--- src/hdl/mst_pkg.sv ---
// Shared package for the modular segment tree sum block.
// Holds field widths, default parameter values and request codes.
// No dependencies.
package mst_pkg;

  // Width of a leaf position field and of a stored or summed value.
  localparam int LW = 11;
  localparam int DW = 30;
  // Bits needed to count through the bits of a value.
  localparam int CW = $clog2(DW);
  // Largest leaf position that a position field can carry.
  localparam int MAX_POS = (1 << LW) - 1;

  localparam int DEF_MAX_LEAVES = 1024;
  localparam int DEF_MODULUS    = 1000000007;

  localparam logic [LW-1:0] CFG_RESET = LW'(1024);

  typedef enum logic [1:0] {
    REQ_ADD   = 2'd0,
    REQ_QUERY = 2'd1,
    REQ_CLEAR = 2'd2
  } req_t;

endpackage

--- src/hdl/mst_modadd.sv ---
// Shared modular adder of the segment tree block: (a + b + cin) mod MODULUS.
// The caller keeps a + b + cin below twice the modulus. Depends on mst_pkg.
module mst_modadd
  import mst_pkg::*;
#(
  parameter int MODULUS = DEF_MODULUS
) (
  input  logic [DW-1:0] a,
  input  logic [DW-1:0] b,
  input  logic          cin,
  output logic [DW-1:0] y
);

  localparam logic [DW:0] MOD_W = (DW+1)'(MODULUS);

  logic [DW:0] sum;
  logic [DW:0] diff;

  assign sum  = {1'b0, a} + {1'b0, b} + {{DW{1'b0}}, cin};
  assign diff = sum - MOD_W;
  // One compare and subtract is enough because the sum stays below 2 * MODULUS.
  assign y    = (sum >= MOD_W) ? diff[DW-1:0] : sum[DW-1:0];

endmodule

--- config.mk ---
export PLATFORM = sky130hd
export DESIGN_NAME = mst_modadd
export DESIGN_NICKNAME = d
export VERILOG_FILES = /design/src/hdl/mst_pkg.sv /design/src/hdl/mst_modadd.sv
export SDC_FILE = /design/constraint.sdc
export NUM_CORES = 1
export LEC_CHECK = 0
export BUFFER_PORTS_ARGS = -buffer_cell sky130_fd_sc_hd__buf_2
export CAP_MARGIN = 20
export CORE_MARGIN = 2
export CORE_UTILIZATION = 35
export DETAILED_ROUTE_END_ITERATION = 16
export SETUP_SLACK_MARGIN = 0.05
export SYNTH_ARGS = -nofsm -noshare
export SYNTH_HDL_FRONTEND = slang
export SYNTH_SLANG_ARGS = --single-unit
--- constraint.sdc ---
create_clock -name vclk -period 4.07
set_clock_uncertainty 0.2 [all_clocks]
set_input_delay 0.2035 -clock vclk [all_inputs]
set_output_delay 0.2035 -clock vclk [all_outputs]
set_load 0.005 [all_outputs]
Yosys cells after proc, flatten, opt, wreduce, memory -nomap -nowiden

Index checks and enable logic that the tools add are counted.

Memory bits (read-only): 0
RAM bits: 0
Output and inout port bits: 30
Memories: 0
Input port bits: 61
Word-level logic and storage cells: 5
Flip-flop bits (word level): 0
Latch bits: 0

Reduce and logical (&&, ||, !) cells: 0
Add/subtract/negate cells: 3
Multipliers: 0
Bitwise gates (word level): 0
Equality and inequality tests: 0
Divide/modulo/power cells: 0
Multiplexer cells: 1
Magnitude comparators: 1
Shift-type cells: 0

Operators by type and width:

| cell                                                  | count |
|---|---|
| adder 30 x 30 -> 31 bit                               | 1 |
| adder 31 x 1 -> 31 bit                                | 1 |
| >= comparator 31 x 30 -> 1 bit, second input constant | 1 |
| 2-to-1 mux 30 bit                                     | 1 |
| subtractor 30 bit, second input constant              | 1 |

Depth between registers and ports, before layout

Gate-level depths: netlist of the first run.

Word-level depth: 4
Gate-level depth with buffers: 15
Depth with buffers taken out: 13

Worst setup path before layout of the first run

No wires, ideal clock.

Kind: input to output
Start point: input a[0]
End point: output y[28]
Required time: 3667 ps
Stages on the path: 14
Path slack: -74 ps
Path buffers: 1
Arrival time: 3740 ps
Path through: fa_1 -> fa_1 -> a21o_1 -> a221oi_4 -> o21bai_1 -> o211ai_2 -> nand3_1 -> a31oi_2 -> xor2_1 -> o41ai_1 -> a31oi_4 -> buf_6 -> nor3_1 -> xnor2_1

Word-level cells in the longest chain between the ends: 4
Elaborated cells between the ends (all ways): 5
Classes of those cells: add/sub: 3; order compare: 1; mux: 1

RTL lines:

| item                                                                       | RTL line                           | RTL |
|---|---|---|
| from (decl)                                                                | mst_modadd.sv:8                    | `input logic [DW-1:0] a,` |
| adder 30 x 30 -> 31 bit (*)                                                | mst_modadd.sv:19                   | `assign sum = {1'b0, a} + {1'b0, b} + {{DW{1'b0}}, cin};` |
| adder 31 x 1 -> 31 bit (*)                                                 | mst_modadd.sv:19                   |  |
| subtractor 30 bit / >= comparator 31 x 30 -> 1 bit (equally long branches) | mst_modadd.sv:20, mst_modadd.sv:22 |  |
| 2-to-1 mux 30 bit (*)                                                      | mst_modadd.sv:22                   | `assign y = (sum >= MOD_W) ? diff[DW-1:0] : sum[DW-1:0];` |
| to (decl)                                                                  | mst_modadd.sv:11                   | `output logic [DW-1:0] y` |

Mark *: on every way between the ends. The rest lies on a longest branch, timed or not.

Final worst setup path of the first run

Start point: input a[0]
End point: output y[2]

The elaborated chain is that of the path after synthesis.

==> results of run 1 <==
-- worst paths after layout --
| check | slack, ns | cells past startpoint | endpoint |
|---|---|---|---|
| worst max-delay path | -0.13 | 17 | y[2] |
| worst min-delay path | 0.71 | 4 | y[0] |
-- cell families (layout without fill, tap and decap cells) --
family / count (synthesis) / count (layout) / synth area share (%)
AO/OA/AOI/OAI: 140 / 140 / 35.1
XOR/XNOR: 51 / 51 / 15.9
adder cells (fa/ha/maj): 32 / 32 / 14.8
buffers and inverters: 25 / 190 / 4.40
multiplexers: 4 / 4 / 1.51
AND/OR/NAND/NOR: 152 / 152 / 28.4
-- per-stage QoR --
stage	area (µm²)	total power, µW
after floorplan	2850	587
after CTS	4150	1110
final	4420	1210
after detailed placement	3900	1010
after global placement	3900	999
after global routing	4420	1320
-- worst max-delay path, cell delays in order --
cell and delay, ns:
buf_6 0.09, fa_2 0.39, fa_2 0.36, a21o_4 0.23, a221oi_4 0.35, o21bai_2 0.12
o211ai_2 0.20, nand3_2 0.13, a31oi_4 0.22, mux2_4 0.33, nor3b_4 0.27, a31oi_4 0.20
buf_4 0.19, buf_6 0.10, nand2b_4 0.14, xnor2_2 0.14, buf_2 0.13
-- cell type report --
class,count,area [µm²]
fillers,743,3350
well taps,102,128
multi-input cells,379,3070
repair buffers,186,1200
inverters,4,15.0
-- timing repair --
action,in CTS,in global routing
setup endpoints to repair,30,30
resized for setup,40,34
pin swaps,20,20
buffers inserted,6,12
-- per-layer routing --
layer	up-vias	GRT usage (%)	share of wire [%]
li1	1867	-	-
met5	-	0	0
met4	0	0.966	0.24
met1	1739	29.4	48
met2	99	35.7	48
met3	4	0.645	3.8
-- placed cells by master, fill, tap and decap left out, types with 4 or more instances in the layout --
master / n
buf_4: 89
nand2_1: 29
nor3_2: 7
nor2_4: 6
nand2b_1: 6
xnor2_1: 17
o21ai_0: 22
buf_2: 90
ha_1: 30
or3_1: 6
o211ai_1: 6
xor2_1: 26
nor3_1: 8
nand4_1: 13
buf_6: 6
nor2_2: 5
nor2_1: 19
xnor2_2: 6
nor2b_1: 4
and3_1: 7
a21oi_1: 38
a211oi_1: 8
nand3_1: 14
a21o_1: 11
a31oi_1: 5
inv_1: 4
and2_1: 5
-- power groups by stage --
| stage | combinational [µW] | sequential, µW | clock, µW |
|---|---|---|---|
| finish | 1210 | 0 | 0 |
| detailed placement | 1010 | 0 | 0 |
| global route | 1320 | 0 | 0 |
| floorplan | 587 | 0 | 0 |
| global placement | 999 | 0 | 0 |
| CTS | 1110 | 0 | 0 |
==> impl_metrics.tcl, run 1 <==
set metrics [dict create \
    ys_seq_area_share_pct 0 \
    drt-pass1-iter-count 6 \
    finalHoldViolations 0 \
    crit_path_start_kind "input pin" \
    dpl_worst_slack_ns -0.381 \
    numPortBuffers 91 \
    drc 0 \
    pwr-share-seq_pct 0 \
    rsz0062_at_grt "true" \
    fin_ws_ns -0.131 \
    synth_area_leader_cell "ha_1" \
    crit_start "a[0]" \
    maxCapViolations 0 \
    final_cells 671 \
    seq_area_um2 0 \
    num_io_pins 91 \
    setup_violations 27 \
    vias 3709 \
    fmax_mhz 238 \
    cp_max_fo 7 \
    holdBufCountCts 0 \
    core_um2 7770 \
    grt_start_max_net_pins 13 \
    drive_gt1_share_pct 44.8 \
    synthTopCellsByArea "ha_1 13%, xor2_1 8.7%, a21oi_1 7.5%, xnor2_1 7.2%, nor2_1 4.0%" \
    drt-initial-drc-count 126 \
    fin_crit_ns 4.20 \
    vias_per_cell 5.53 \
    worstPathArrival_ns 3.80 \
    hold_path.class "in2out" \
    grt_pass1_vias 3422 \
    fin_crit_sh_pct 103 \
    dieArea_um2 8770 \
    die_w_um 93.6 \
    required_ns 3.67 \
    power_density_nw_per_um2 274 \
    postRouteAntennaNets 0 \
    p_sw_share_pct 50.8 \
    min_from "a[0]" \
    worstSetupEndpointType "primary output" \
    yosysMostFrequentCell "a21oi_1" \
    whs_ns 0.711 \
    netlist_instances 404 \
    setup_tns_ns -1.97 \
    routed_wl_um 9460 \
    slew_headroom_pct 45.3 \
    netlist_area_um2 2810 \
    ys_types 65 \
    drv_slew 0 \
    synthTopCellsByCount "42 x a21oi_1, 30 x ha_1, 30 x nor2_1" \
    area_delta_synth_final_pct 57.1 \
    num_rows 32 \
    grt_usage_pct 20.4 \
    globalplace.congestion 0.868 \
    final_util_pct 56.9 \
    grt_remaining_overflow 0 \
    dpl.cell_count 653 \
    violations "negative setup slack" \
    n_antenna_cell 0 \
    outcome "finished with violations" \
    ys_warn_count 0 \
    grt_pass1_wl_um 15400 \
    clkPwrFrac_pct 0 \
    post_drt_wl_per_cell_um 14.1 \
    peakVddDrop_v 0.0000840 \
    start_util_pct 36.2 \
    syn-num-nets 497 \
    leakagePower_uw 0.00202 \
    synth.avg_cell_area_um2 6.96 \
    pwr-share-comb_pct 100.0 \
    clock_buffers 0 \
    p_int_uw 595 \
    die_h_um 93.6 \
    design.seq.count 0 \
    crit_type "in2out" \
    antenna_found_initial 0 \
    dp_hpwl_um 7520 \
    nNetsFinal 664 \
    p_sw_uw 615 \
    yosysTopAreaCellShare_pct 13.3 \
    worst_pin_slew_ns 0.815 \
]
Power figures use the tool's default switching activity.
==> inputs of run 2 (changes only) <==
Settings changed: CELL_PAD_IN_SITES_DETAIL_PLACEMENT from default to 0, CELL_PAD_IN_SITES_GLOBAL_PLACEMENT from default to 1, CORE_UTILIZATION 35 to 34, PLACE_DENSITY_LB_ADDON from default to 0.1.
==> run 2 against run 1 <==
Against the previous run: the flow still finishes with violations (negative setup slack); clock-buffer cell count stayed put; global-route usage up 0.51 points; via count is 3.1% lower; wire length up 0.75%; highest routed layer unchanged.
==> impl_metrics.tcl, run 2 (synthesized netlist as in run 1, its figures left out) <==
set metrics [dict create \
    crit_path_start_kind "input pin" \
    clock_buffers 0 \
    fmax_mhz 229 \
    p_sw_share_pct 50.5 \
    core_um2 8130 \
    rsz0062_at_grt "true" \
    slowest_stage "fa_2" \
    grt_start_max_net_pins 13 \
    antenna_found_initial 0 \
    setup_violations 30 \
    die_w_um 95.0 \
    power_density_nw_per_um2 272 \
    drive_gt1_share_pct 42.1 \
    design.seq.count 0 \
    pwr-share-comb_pct 100.0 \
    final_util_pct 53.8 \
    area_delta_synth_final_pct 55.6 \
    finalHoldViolations 0 \
    vias_per_cell 5.37 \
    grt_usage_pct 20.9 \
    required_ns 3.67 \
    worstPathArrival_ns 3.97 \
    nNetsFinal 660 \
    post_drt_wl_per_cell_um 14.2 \
    drt-pass1-iter-count 4 \
    clkPwrFrac_pct 0 \
    die_h_um 95.0 \
    holdBufCountCts 0 \
    seq_area_um2 0 \
    drt-initial-drc-count 73 \
    layout_commonest_cell "buf_2" \
    min_path_cells 4 \
    dpl_worst_slack_ns -0.455 \
    maxCapViolations 0 \
    grt_pass1_vias 3436 \
    power_uw 1190 \
    fin_ws_ns -0.304 \
    leakagePower_uw 0.00199 \
    max_stage_delay_ns 0.39 \
    hold_path_end "y[0]" \
    pwr-share-seq_pct 0 \
    cp_max_fo 6 \
    n_antenna_cell 0 \
    fin_crit_ns 4.37 \
    peakVddDrop_v 0.000108 \
    violations "negative setup slack" \
    hold_path.class "in2out" \
    start_util_pct 34.6 \
    crit_top_cell "buf_6" \
    numPortBuffers 91 \
    drc 0 \
    worst_pin_slew_ns 0.967 \
    fillers 813 \
    worstSetupEndpointType "primary output" \
    num_rows 33 \
    grt_remaining_overflow 0 \
    globalplace.congestion 0.865 \
    dieArea_um2 9020 \
    outcome "finished with violations" \
    p_int_uw 590 \
    setup_tns_ns -5.46 \
    grt_pass1_wl_um 15800 \
    whs_ns 0.721 \
    min_from "a[0]" \
    fin_crit_sh_pct 107 \
    p_sw_uw 601 \
    routed_wl_um 9540 \
    slew_headroom_pct 35.1 \
    crit_path_cell_trace "buf_6, fa_2, fa_2, a21o_4, a221oi_4, buf_6, o21bai_4, o211ai_2, nand3_2, a31oi_4, mux2_4, nor3b_4, a31oi_4, buf_6, buf_12, nor3_4, xor2_1, buf_2" \
    postRouteAntennaNets 0 \
    drv_slew 0 \
    crit_type "in2out" \
    num_io_pins 91 \
    vias 3595 \
    most-common-layout-cells "90 x buf_2, 81 x buf_4, 38 x a21oi_1" \
    dp_hpwl_um 7750 \
]
## run 2: layout make-up
type / instances / area, µm² / share of cell area (%)
multi-input combinational: 379 / 3010 / 68.9
timing repair buffer: 182 / 1220 / 27.8
inverter: 4 / 15.0 / 0.343
tap: 105 / 131 / 3.00
## run 2: worst max path at each step
stage / start / to / slack (ns) / cells after the start
finish: a[0] / y[22] / -0.30 / 18
global route: a[0] / y[1] / -0.42 / 18
CTS: a[0] / y[5] / -0.25 / 18
detailed placement: a[0] / y[29] / -0.46 / 17
global placement: a[0] / y[22] / -0.31 / 17
floorplan: a[0] / y[13] / 0.06 / 14
## run 2: what timing repair did
action / CTS / global route
buffers inserted: 9 / 6
cloned: 2 / 0
hold endpoints to repair: 0 / 0
pin swaps: 16 / 20
setup endpoints to repair: 30 / 30
gates resized for setup: 31 / 34
## run 2: stage by stage
step | cells | area, µm²
2_1_floorplan | 404 | 2850
5_1_grt | 670 | 4380
6_report | 670 | 4380
4_1_cts | 665 | 4190
3_3_place_gp | 654 | 3900
3_5_place_dp | 654 | 3900
## run 2: critical path: cells and delay by family
kind                     cells  cell delay [ns]
XOR/XNOR                     1             0.20
AO/OA/AOI/OAI                6             1.22
AND/OR/NAND/NOR              3             0.57
adder cells (fa/ha/maj)      2             0.75
buffers and inverters        5             0.68
multiplexers                 1             0.33
## run 2: power groups by stage
| stage | registers, µW | logic, µW | clock network (µW) |
|---|---|---|---|
| detailed placement | 0 | 1020 | 0 |
| global route | 0 | 1300 | 0 |
| finish | 0 | 1190 | 0 |
| floorplan | 0 | 587 | 0 |
| CTS | 0 | 1120 | 0 |
| global placement | 0 | 1010 | 0 |
## run 2: routing by layer
| metal | wire [µm] | up-vias | track usage [%] |
|---|---|---|---|
| met3 | 370 | 7 | 0.319 |
| met2 | 4490 | 81 | 36.9 |
| met1 | 4620 | 1646 | 29.6 |
| met5 | 0 | - | 0 |
| met4 | 54 | 0 | 1.69 |
| li1 | - | 1861 | - |
==> inputs of run 3 (changes only) <==
Settings changed: CELL_PAD_IN_SITES_DETAIL_PLACEMENT 0 to 2, CELL_PAD_IN_SITES_GLOBAL_PLACEMENT 1 to 2, CORE_UTILIZATION 34 to 26.
==> run 3 against run 2 <==
Against the previous run: the flow still finishes with violations (negative setup slack); via count up 6.2%; sequential cell count unchanged; design area is 2.3% lower; final cell count is 4.9% higher; power shrank 2.2%; core utilization fell by 13 points; hold slack gained 0.0064 ns; sequential share of layout area did not move; clock-buffer cell count unchanged; worst setup slack improved by 0.061 ns; critical endpoint is now y[1]; largest power group unchanged.
==> impl_metrics.tcl, run 3 (synthesized netlist as in run 1, its figures left out) <==
set metrics [dict create \
    fin_crit_ns 4.31 \
    drv_slew 0 \
    holdBufCountCts 0 \
    fin_area_um2 4270 \
    clock_buffers 0 \
    finalHoldViolations 0 \
    setup_tns_ns -4.87 \
    violations "negative setup slack" \
    die_h_um 108 \
    hold_path.class "in2out" \
    drive_gt1_share_pct 41.1 \
    layout_commonest_cell "buf_2" \
    peakVddDrop_v 0.000113 \
    nNetsFinal 662 \
    max_stage_delay_ns 0.39 \
    grt_remaining_overflow 0 \
    core_um2 10400 \
    grt_usage_pct 20.4 \
    area_delta_synth_final_pct 51.9 \
    power_density_nw_per_um2 273 \
    grt_pass1_wl_um 19800 \
    rsz0062_at_grt "true" \
    post_drt_wl_per_cell_um 17.5 \
    worst_pin_slew_ns 0.585 \
    drt-initial-drc-count 114 \
    dp_hpwl_um 10300 \
    globalplace.congestion 0.849 \
    n_antenna_cell 0 \
    cp_max_fo 22 \
    vias_per_cell 5.43 \
    die_w_um 108 \
    worstPathArrival_ns 3.91 \
    crit_path_start_kind "input pin" \
    start_util_pct 27.0 \
    dieArea_um2 11700 \
    worstSetupEndpointType "primary output" \
    min_from "a[0]" \
    num_io_pins 91 \
    vias 3819 \
    required_ns 3.67 \
    crit_type "in2out" \
    crit_path_cell_trace "buf_6, fa_2, fa_2, a21o_4, a221oi_4, o21bai_2, o211ai_2, nand3_2, a31oi_4, buf_6, buf_4, o21ba_2, o41ai_2, buf_4, a31oi_4, buf_12, mux2_2, buf_2" \
    min_path_cells 4 \
    outcome "finished with violations" \
    routed_wl_um 12300 \
    design.seq.count 0 \
    fin_crit_sh_pct 106 \
    num_rows 37 \
    hold_path_end "y[0]" \
    grt_start_max_net_pins 23 \
    drc 0 \
    seq_area_um2 0 \
    slowest_stage "fa_2" \
    slew_headroom_pct 60.6 \
    numPortBuffers 91 \
    postRouteAntennaNets 0 \
    most-common-layout-cells "90 x buf_2, 88 x buf_4, 39 x a21oi_1" \
    antenna_found_initial 0 \
    maxCapViolations 0 \
    setup_violations 30 \
    fmax_mhz 232 \
    power_uw 1170 \
    leakagePower_uw 0.00195 \
    place_area_um2 4030 \
    drt-pass1-iter-count 4 \
    grt_pass1_vias 4056 \
    fin_ws_ns -0.244 \
]
[run 3: how the worst max path moves through the flow]
stage / from / slack, ns / endpoint
final: a[0] / -0.24 / y[1]
after global routing: a[0] / -0.45 / y[2]
after CTS: a[0] / -0.22 / y[6]
after detailed placement: a[0] / -0.44 / y[5]
after global placement: a[0] / -0.30 / y[5]
after floorplan: a[0] / 0.06 / y[13]
[run 3: timing repair]
item	4_1_cts	5_1_grt
pin swaps	13	5
buffers inserted	2	4
setup endpoints to repair	30	30
resized for setup	27	14
[run 3: report_power, final]
group          switching, µW  internal [µW]
combinational            614            552
clock                      0              0
sequential                 0              0
total                    614            552
[run 3: cell type report]
type | count | area [µm²]
Multi-Input combinational cell | 379 | 2900
Tap cell | 136 | 170
Inverter | 4 | 15.0
Fill cell | 1259 | 6140
Timing Repair Buffer | 184 | 1190
[run 3: through the flow]
stage / hold slack [ns] / util [%] / setup WS [ns] / instances
4_1_cts: 0.731 / 40.0 / -0.215 / 699
2_1_floorplan: 0.501 / - / 0.0612 / 404
6_report: 0.727 / 41.0 / -0.244 / 703
3_3_place_gp: 0.732 / 38.7 / -0.302 / 697
5_1_grt: 0.745 / 41.0 / -0.447 / 703
3_5_place_dp: 0.738 / 38.7 / -0.445 / 697
[run 3: metal layers]
layer  up-vias  GRT usage (%)  wire [µm]
met4         0          0.549         43
li1       1871              -          -
met5         -              0          0
met3         2          0.181        275
met2        60           39.1       6450
met1      1886           27.0       5550
[run 3: critical path: cells and delay by family]
family	cells	cell delay (ns)
compound gates	8	1.61
fa+ha+maj	2	0.76
buf+inv	6	0.83
mux	1	0.35
simple gates	1	0.14
